`config.mk`:
```
export PLATFORM = sky130hd
export DESIGN_NAME = bitmap_run_allocator
export DESIGN_NICKNAME = d
export VERILOG_FILES = /design/src/hw/rtl/bra_pkg.sv /design/src/hw/rtl/bra_bitmap_mem.sv /design/src/hw/rtl/bra_fit_search.sv /design/src/hw/rtl/bitmap_run_allocator.sv
export VERILOG_INCLUDE_DIRS = /design/src /design/src/hw/rtl
export SDC_FILE = /design/constraint.sdc
export NUM_CORES = 2
export LEC_CHECK = 0
export BUFFER_PORTS_ARGS = -buffer_cell sky130_fd_sc_hd__buf_2
export CAP_MARGIN = 30
export CORE_ASPECT_RATIO = 1.1
export CORE_MARGIN = 4
export CORE_UTILIZATION = 30
export CTS_CLUSTER_SIZE = 24
export DETAILED_ROUTE_END_ITERATION = 16
export PLACE_DENSITY = 0.51
export SETUP_SLACK_MARGIN = 0.4
export SLEW_MARGIN = 20
export SYNTH_ARGS = -nofsm -noshare
export SYNTH_HDL_FRONTEND = slang
export SYNTH_HIERARCHICAL = 1
export SYNTH_SLANG_ARGS = --single-unit
```
`constraint.sdc`:
```
create_clock -name clk -period 8.6 [get_ports clk]
set_input_delay 0.86 -clock clk [delete_from_list [all_inputs] [get_ports clk]]
set_output_delay 0.86 -clock clk [all_outputs]
set_load 0.05 [all_outputs]
```
`src/hw/rtl/bitmap_run_allocator_macros.svh`:
```
// Assertion macros for the bitmap run allocator.
// Expects clk and arst_n in the scope of each use.
`ifndef BITMAP_RUN_ALLOCATOR_MACROS_SVH
`define BITMAP_RUN_ALLOCATOR_MACROS_SVH

// same-cycle implication
`define BRA_ASSERT(label, ante, cons, msg) \
	label: assert property (@(posedge clk) disable iff (!arst_n) (ante) |-> (cons)) \
		else $error(msg);

// next-cycle implication
`define BRA_ASSERT_NEXT(label, ante, cons, msg) \
	label: assert property (@(posedge clk) disable iff (!arst_n) (ante) |=> (cons)) \
		else $error(msg);

`endif

```
`src/hw/rtl/bra_pkg.sv`:
```
// Shared types, constants and helpers of the bitmap run allocator.
// No dependencies; imported by every module of the block.
package bra_pkg;

	localparam int POOL_WORDS = 16;
	localparam int WORD_BITS  = 32;
	localparam int IDX_W      = $clog2(POOL_WORDS);
	localparam int CNT_W      = IDX_W + 1;
	localparam int POS_W      = $clog2(WORD_BITS);
	localparam int LEN_W      = 6;
	localparam int ENTRY_W    = 9;
	localparam int ADDR_W     = 3;
	localparam int DATA_W     = 32;

	localparam logic [CNT_W-1:0] WORDS_RESET = CNT_W'(POOL_WORDS);

	// register index taken from paddr[ADDR_W-1:2]
	localparam logic [ADDR_W-3:0] REG_WORDS_IN_USE = '0;

	typedef enum logic {
		OP_ALLOC = 1'b0,
		OP_FREE  = 1'b1
	} op_t;

	typedef struct packed {
		op_t                opcode;
		logic [LEN_W-1:0]   run_length;
		logic [ENTRY_W-1:0] start_offset;
	} req_t;

	typedef struct packed {
		logic               success;
		logic [ENTRY_W-1:0] granted_offset;
	} rsp_t;

	typedef struct packed {
		logic                 rd_en;
		logic [IDX_W-1:0]     rd_addr;
		logic                 wr_en;
		logic [IDX_W-1:0]     wr_addr;
		logic [WORD_BITS-1:0] wr_data;
	} mem_req_t;

	function automatic logic [WORD_BITS-1:0] run_mask(input logic [LEN_W-1:0] n);
		logic [WORD_BITS-1:0] m;
		if (n >= LEN_W'(WORD_BITS)) begin
			m = '1;
		end else begin
			m = (WORD_BITS'(1) << n) - WORD_BITS'(1);
		end
		return m;
	endfunction

endpackage

```
`src/hw/rtl/bra_bitmap_mem.sv`:
```
// Bitmap word store: one write port, one registered read port.
// Per-word valid bits make unwritten words read as free. Uses bra_pkg.
module bra_bitmap_mem
	import bra_pkg::*;
(
	input  logic                 clk,
	input  logic                 arst_n,
	input  mem_req_t             mreq,
	output logic [WORD_BITS-1:0] rdata
);

	logic [WORD_BITS-1:0]  mem_q [POOL_WORDS];
	logic [POOL_WORDS-1:0] valid_q;
	logic [WORD_BITS-1:0]  rd_data_q;
	logic                  rd_valid_q;

	always_ff @(posedge clk) begin
		if (mreq.wr_en) begin
			mem_q[mreq.wr_addr] <= mreq.wr_data;
		end
		if (mreq.rd_en) begin
			rd_data_q <= mem_q[mreq.rd_addr];
		end
	end

	always_ff @(posedge clk or negedge arst_n) begin
		if (!arst_n) begin
			valid_q    <= '0;
			rd_valid_q <= 1'b0;
		end else begin
			if (mreq.rd_en) begin
				rd_valid_q <= valid_q[mreq.rd_addr];
			end
			if (mreq.wr_en) begin
				valid_q[mreq.wr_addr] <= 1'b1;
			end
		end
	end

	assign rdata = rd_valid_q ? rd_data_q : '0;

endmodule

```
`src/hw/rtl/bra_fit_search.sv`:
```
// First-fit window search over a pair of adjacent bitmap words.
// Returns the lowest bit position where the run mask fits free. Uses bra_pkg.
module bra_fit_search
	import bra_pkg::*;
(
	input  logic [WORD_BITS-1:0] lo_word,
	input  logic [WORD_BITS-1:0] hi_word,
	input  logic [WORD_BITS-1:0] mask,
	output logic                 found,
	output logic [POS_W-1:0]     pos
);

	logic [WORD_BITS-1:0] fits;

	always_comb begin
		for (int j = 0; j < WORD_BITS; j++) begin
			fits[j] = (({hi_word, lo_word} & ({{WORD_BITS{1'b0}}, mask} << j))
				== '0);
		end
	end

	always_comb begin
		pos = '0;
		for (int j = WORD_BITS - 1; j >= 0; j--) begin
			if (fits[j]) begin
				pos = POS_W'(j);
			end
		end
	end

	assign found = |fits;

endmodule

```
`src/hw/rtl/bitmap_run_allocator.sv`:
```
// First-fit run allocator over a bitmap of up to 16 words of 32 entries, all
// free after reset. One request is in work at a time. An allocate reads one
// bitmap word per cycle from the single read port and tests every start
// position of a word pair at once; when it finds a fit it ends in one or two
// writes through the single write port. A free reads and writes back one or
// two words; a rejected request or a free of zero entries does neither.
// The result waits in an output register, so the next request is taken while
// an earlier result is still stalled; the last cycle of a request holds while
// that earlier result still waits.
module bitmap_run_allocator
	import bra_pkg::*;
(
	input  logic              clk,
	input  logic              arst_n,
	input  logic              req_valid,
	output logic              req_stall,
	input  req_t              req,
	output logic              rsp_valid,
	input  logic              rsp_stall,
	output rsp_t              rsp,
	input  logic              psel,
	input  logic              penable,
	input  logic              pwrite,
	input  logic [ADDR_W-1:0] paddr,
	input  logic [DATA_W-1:0] pwdata,
	output logic [DATA_W-1:0] prdata,
	output logic              pready
);

	typedef enum logic [6:0] {
		ST_IDLE = 7'b0000001,
		ST_SCAN = 7'b0000010,
		ST_FRD0 = 7'b0000100,
		ST_FRD1 = 7'b0001000,
		ST_WR0  = 7'b0010000,
		ST_WR1  = 7'b0100000,
		ST_FIN  = 7'b1000000
	} state_t;

	state_t               state_q, state_d;
	logic [CNT_W-1:0]     words_q;
	logic [CNT_W-1:0]     w_cfg;
	logic [CNT_W-1:0]     w_q;
	op_t                  op_q;
	logic [LEN_W-1:0]     n_q;
	logic [CNT_W-1:0]     idx_q;
	logic [IDX_W-1:0]     i_q;
	logic [POS_W-1:0]     j_q;
	logic                 span_q;
	logic [WORD_BITS-1:0] a_q, b_q;
	rsp_t                 res_q, res_d;
	logic                 res_load;
	logic                 out_valid_q;
	rsp_t                 out_q;

	logic                 accept;
	logic                 fin_load;
	logic                 cfg_wr;
	logic [WORD_BITS-1:0] mask;
	logic [WORD_BITS-1:0] rdata;
	logic [WORD_BITS-1:0] b_word;
	logic                 fit_found;
	logic [POS_W-1:0]     fit_pos;
	logic                 alloc_ok;
	logic                 free_ok;
	logic                 req_span;
	logic [CNT_W-1:0]     idx_inc;
	logic [CNT_W-1:0]     idx_dec;
	logic [CNT_W-1:0]     i_inc;
	logic [2*WORD_BITS-1:0] run_bits;
	mem_req_t             mreq;

	// configuration port
	assign pready = 1'b1;
	assign cfg_wr = psel & penable & pwrite & pready;

	always_ff @(posedge clk or negedge arst_n) begin
		if (!arst_n) begin
			words_q <= WORDS_RESET;
		end else if (cfg_wr && paddr[ADDR_W-1:2] == REG_WORDS_IN_USE) begin
			words_q <= pwdata[CNT_W-1:0];
		end
	end

	always_comb begin
		prdata = '0;
		if (paddr[ADDR_W-1:2] == REG_WORDS_IN_USE) begin
			prdata[CNT_W-1:0] = words_q;
		end
	end

	// saturate pool size into 1 .. POOL_WORDS
	always_comb begin
		priority if (words_q == '0) begin
			w_cfg = CNT_W'(1);
		end else if (words_q > CNT_W'(POOL_WORDS)) begin
			w_cfg = CNT_W'(POOL_WORDS);
		end else begin
			w_cfg = words_q;
		end
	end

	assign accept    = req_valid & ~req_stall;
	assign req_stall = (state_q != ST_IDLE);
	assign mask      = run_mask(n_q);
	assign idx_inc   = idx_q + CNT_W'(1);
	assign idx_dec   = idx_q - CNT_W'(1);
	assign i_inc     = CNT_W'(i_q) + CNT_W'(1);
	assign b_word    = (idx_q < w_q) ? rdata : '1;
	assign run_bits  = {{WORD_BITS{1'b0}}, mask} << j_q;
	assign fin_load  = (state_q == ST_FIN) && (!out_valid_q || !rsp_stall);

	assign alloc_ok = (req.run_length != '0) && (req.run_length <= LEN_W'(WORD_BITS));
	assign free_ok  = (req.run_length <= LEN_W'(WORD_BITS))
		&& (({1'b0, req.start_offset} + (ENTRY_W + 1)'(req.run_length))
			<= {w_cfg, {POS_W{1'b0}}});
	assign req_span = (CNT_W'(req.start_offset[POS_W +: IDX_W]) + CNT_W'(1)) < w_cfg;

	bra_fit_search u_fit (
		.lo_word (a_q),
		.hi_word (b_word),
		.mask    (mask),
		.found   (fit_found),
		.pos     (fit_pos)
	);

	bra_bitmap_mem u_mem (
		.clk    (clk),
		.arst_n (arst_n),
		.mreq   (mreq),
		.rdata  (rdata)
	);

	// next state, memory requests and result
	always_comb begin
		state_d  = state_q;
		mreq     = '0;
		res_d    = '0;
		res_load = 1'b0;
		unique case (state_q)
			ST_IDLE: begin
				if (accept) begin
					res_load = 1'b1;
					if (req.opcode == OP_ALLOC) begin
						if (alloc_ok) begin
							mreq.rd_en = 1'b1;
							state_d    = ST_SCAN;
						end else begin
							state_d = ST_FIN;
						end
					end else begin
						res_d.success = free_ok;
						if (free_ok && req.run_length != '0) begin
							mreq.rd_en   = 1'b1;
							mreq.rd_addr = req.start_offset[POS_W +: IDX_W];
							state_d      = ST_FRD0;
						end else begin
							state_d = ST_FIN;
						end
					end
				end
			end
			ST_SCAN: begin
				if (idx_inc < w_q) begin
					mreq.rd_en   = 1'b1;
					mreq.rd_addr = idx_inc[IDX_W-1:0];
				end
				if (idx_q != '0 && fit_found) begin
					res_load             = 1'b1;
					res_d.success        = 1'b1;
					res_d.granted_offset = {idx_dec[IDX_W-1:0], fit_pos};
					state_d              = ST_WR0;
				end else if (idx_q == w_q) begin
					res_load = 1'b1;
					state_d  = ST_FIN;
				end
			end
			ST_FRD0: begin
				if (span_q) begin
					mreq.rd_en   = 1'b1;
					mreq.rd_addr = i_inc[IDX_W-1:0];
					state_d      = ST_FRD1;
				end else begin
					state_d = ST_WR0;
				end
			end
			ST_FRD1: begin
				state_d = ST_WR0;
			end
			ST_WR0: begin
				mreq.wr_en   = 1'b1;
				mreq.wr_addr = i_q;
				mreq.wr_data = (op_q == OP_ALLOC) ? (a_q | run_bits[WORD_BITS-1:0])
					: (a_q & ~run_bits[WORD_BITS-1:0]);
				state_d      = span_q ? ST_WR1 : ST_FIN;
			end
			ST_WR1: begin
				mreq.wr_en   = 1'b1;
				mreq.wr_addr = i_inc[IDX_W-1:0];
				mreq.wr_data = (op_q == OP_ALLOC) ? (b_q | run_bits[2*WORD_BITS-1:WORD_BITS])
					: (b_q & ~run_bits[2*WORD_BITS-1:WORD_BITS]);
				state_d      = ST_FIN;
			end
			ST_FIN: begin
				if (fin_load) begin
					state_d = ST_IDLE;
				end
			end
			default: begin
				state_d = ST_IDLE;
			end
		endcase
	end

	always_ff @(posedge clk or negedge arst_n) begin
		if (!arst_n) begin
			state_q     <= ST_IDLE;
			out_valid_q <= 1'b0;
		end else begin
			state_q <= state_d;
			if (fin_load) begin
				out_valid_q <= 1'b1;
			end else if (!rsp_stall) begin
				out_valid_q <= 1'b0;
			end
		end
	end

	always_ff @(posedge clk) begin
		if (res_load) begin
			res_q <= res_d;
		end
		if (fin_load) begin
			out_q <= res_q;
		end
		unique case (state_q)
			ST_IDLE: begin
				op_q   <= req.opcode;
				n_q    <= req.run_length;
				w_q    <= w_cfg;
				i_q    <= req.start_offset[POS_W +: IDX_W];
				j_q    <= req.start_offset[POS_W-1:0];
				span_q <= req_span;
				idx_q  <= '0;
			end
			ST_SCAN: begin
				idx_q <= idx_inc;
				if (idx_q != '0 && fit_found) begin
					i_q    <= idx_dec[IDX_W-1:0];
					j_q    <= fit_pos;
					b_q    <= b_word;
					span_q <= (idx_q < w_q);
				end else begin
					a_q <= rdata;
				end
			end
			ST_FRD0: begin
				a_q <= rdata;
			end
			ST_FRD1: begin
				b_q <= rdata;
			end
			default: begin
			end
		endcase
	end

	assign rsp_valid = out_valid_q;
	assign rsp       = out_q;

	`include "bitmap_run_allocator_macros.svh"

	`BRA_ASSERT(a_wr_in_pool, mreq.wr_en, CNT_W'(mreq.wr_addr) < w_q, "write outside pool")
	`BRA_ASSERT_NEXT(a_busy_after_req, accept, state_q != ST_IDLE, "idle after transfer")
	`BRA_ASSERT(a_fail_zero_off, rsp_valid && !rsp.success, rsp.granted_offset == '0, "offset on fail")

endmodule

```
==> key figures <==
Critical path
  – Crit path required time: 8.84 ns
  – R2R cell count: 21
  – Worst Setup EP: span_q
  – Slowest cell delay on critical path: 0.70 ns
  – Worst R2R Start: n_q[2]
  – Crit-path max FO: 25
  – Crit end category: flip-flop
  – Worst setup SP type: flip-flop
  – Critical path arrival: 7.57 ns
  – Slowest stage cell, crit path: nor4_1
  – Most used cell, CP: nand2_1
  – Crit path from: n_q[2]
  – Worst path cell trace: nor4_2, inv_1, nor3_1, inv_1, ha_1, buf_4, nor2b_1, o21ai_0, nand2_1, buf_4, a22oi_1, nand4_1, nor4_1, nor2_1, nand3_1, nor3_1, buf_2, nand2_1, o41ai_1, or2_2, nand2_1
  – WS Path Type: reg2reg
  – FF-to-FF End: span_q
  – Crit path depth: 21
  – Delay-heaviest family, CP: simple AND/OR/NAND/NOR gates
  – R2R Setup Slk: 1.27 ns
  – Buffers & Inverters on Critical Path: 5

Run status
  – Status: finished clean

STA
  – Actual slew at the worst max-slew pin: 1.13 ns
  – Max Slew Vio Count: 0
  – Slew margin rel.: 0.244
  – Setup TNS: 0 ns
  – Tmin final: 7.33 ns
  – Setup Viol. Count Final: 0
  – RSZ-0062 raised after global routing: false
  – Final Cycle Share: 0.852
  – Fmax: 137 MHz
  – Clock skew: 0.0288 ns
  – Hold Slack: 0.332 ns
  – Final hold violation count: 0

Detailed routing
  – Post-Route WL: 139,000 um
  – Routed WL per cell: 30.0 um
  – Via count of the routed design: 29,200
  – DR vias/cell: 6.30
  – DRT iter0 DRCs: 5,142
  – Final ANT Viol Nets: 0
  – # DRC: 0
  – First-pass iteration count of the detailed router: 12

Logic synthesis
  – Mapped Cells: 2,995
  – YS warnings: 6
  – Cell Area, Synth: 0.0382 sq mm
  – Syn_area_per_cell: 12.8 sq um

Global routing
  – Initial antenna violation count: 1
  – Vias in the first global route: 29,200
  – Largest net degree at the start of global routing: 73
  – Global route overflow: 0
  – GRT Overall Usage: 0.201
  – First-pass GRT wire length: 202,000 um

Placement
  – IO Port Bufs: 45
  – GPL Wtd Cong: 0.913
  – Hpwl dp: 78,800 um

Layout
  – Area delta synth->final: 10.4%
  – Layout cells sized above 1: 0.210
  – Register area: 0.0204 sq mm
  – Fill count: 12,500
  – Multi-input gate area: 0.0160 sq mm
  – Final #Nets: 3,004
  – Inserted Diodes: 0

CTS
  – Root Driver: clkbuf_16
  – Clock net sink count: 685
  – CTS Hold Bufs: 0
  – Reg clk slew, reported paths: 0.06 ns
  – CTS tree: done
  – Resize count post-CTS: 0
  – Num CTS Buffers: 68
  – CTS Buffer Depth: 3
  – Clock Latency Late Sink: 0.61 ns
  – Post-CTS Setup Bufs: 0
  – H-tree depth: 3

Die
  – Die width: 348 um
  – Initial core utilization: 0.302
  – DIE HEIGHT: 382 um
  – Die Area: 0.133 sq mm
  – Core ar.: 0.127 sq mm
  – Core Rows: 137
  – Ports: 103

Hold path
  – Min-Delay Path Class: in2async

Power
  – Lkg Pwr: 0.0151 uW
  – VDD IR max: 0.000454 V
  – Pwr per Cell Area: 348 mW/mm^2
  – Power Total: 14,700 uW

Run
  – Maximum capacitance violations: 0
[registers in the layout, indices dropped and copies added (netlist names)]
name and flops:
a_q 32, b_q 32, i_q 4, idx_q 5, j_q 5, n_q 6, op_q 1, res_q 10
rsp 10, rsp_valid 1, span_q 1, state_q 7, u_mem/mem_q 512, u_mem/rd_data_q 32, u_mem/rd_valid_q 1, u_mem/valid_q 16
w_q 5, words_q 5
[cells in the final DEF (no fill, tap or decap), types with 69 or more instances in the layout]
| master | instances |
|---|---|
| nand4_1 | 128 |
| buf_4 | 117 |
| mux4_2 | 166 |
| a22oi_1 | 513 |
| edfxtp_1 | 655 |
| nor2_1 | 104 |
| clkbuf_16 | 69 |
| or2_2 | 84 |
| mux2i_1 | 76 |
| nand2_1 | 144 |
[report_power, final]
part	internal [uW]	switching, uW
Clock	1720	1230
Combinational	2320	5400
Sequential	3890	136
[per-layer routing]
metal | track usage | wire, um | share of wire
met5 | 0 | 0 | 0
met4 | 0.108 | 8270 | 0.060
met3 | 0.0450 | 13000 | 0.094
met2 | 0.322 | 64600 | 0.47
met1 | 0.255 | 53000 | 0.38
[final cells by class]
class | count | area share
Timing Repair Buffer | 177 | 0.0315
Inverter | 39 | 0.00347
Multi-Input combinational cell | 1943 | 0.380
Clock buffer | 82 | 0.0421
Sequential cell | 685 | 0.484
Tap cell | 1668 | 0.0495
Clock inverter | 37 | 0.00946
[stage by stage]
step / std cells / utilization / cell area (sq um) / worst slack (ns)
6_report: 4631 / 0.333 / 42200 / 1.27
5_1_grt: 4631 / 0.333 / 42200 / 0.977
4_1_cts: 4624 / 0.332 / 42100 / 1.46
3_5_place_dp: 4505 / 0.315 / 39900 / 1.51
3_3_place_gp: 4495 / 0.314 / 39800 / 1.45
2_1_floorplan: 3021 / - / 38300 / 2.28
[worst min path at each step]
stage | from | endpoint | depth (start not counted)
6_report | arst_n | u_mem/valid_q[1] | 1
5_1_grt | arst_n | rsp_valid | 1
4_1_cts | arst_n | rsp_valid | 1
3_5_place_dp | res_q[9] | rsp[9] | 0
3_3_place_gp | res_q[6] | rsp[6] | 0
2_1_floorplan | res_q[0] | rsp[0] | 0
[worst register-to-register path, stage by stage (launching register included)]
cell,delay (ns)
edfxtp_1,0.41
nor4_2,0.66
inv_1,0.14
nor3_1,0.36
inv_1,0.12
ha_1,0.52
buf_4,0.37
nor2b_1,0.15
o21ai_0,0.32
nand2_1,0.65
buf_4,0.49
a22oi_1,0.22
nand4_1,0.13
nor4_1,0.70
nor2_1,0.17
nand3_1,0.17
nor3_1,0.10
buf_2,0.18
nand2_1,0.13
o41ai_1,0.11
or2_2,0.40
nand2_1,0.47
No activity file was read; power rests on OpenSTA's default activity.
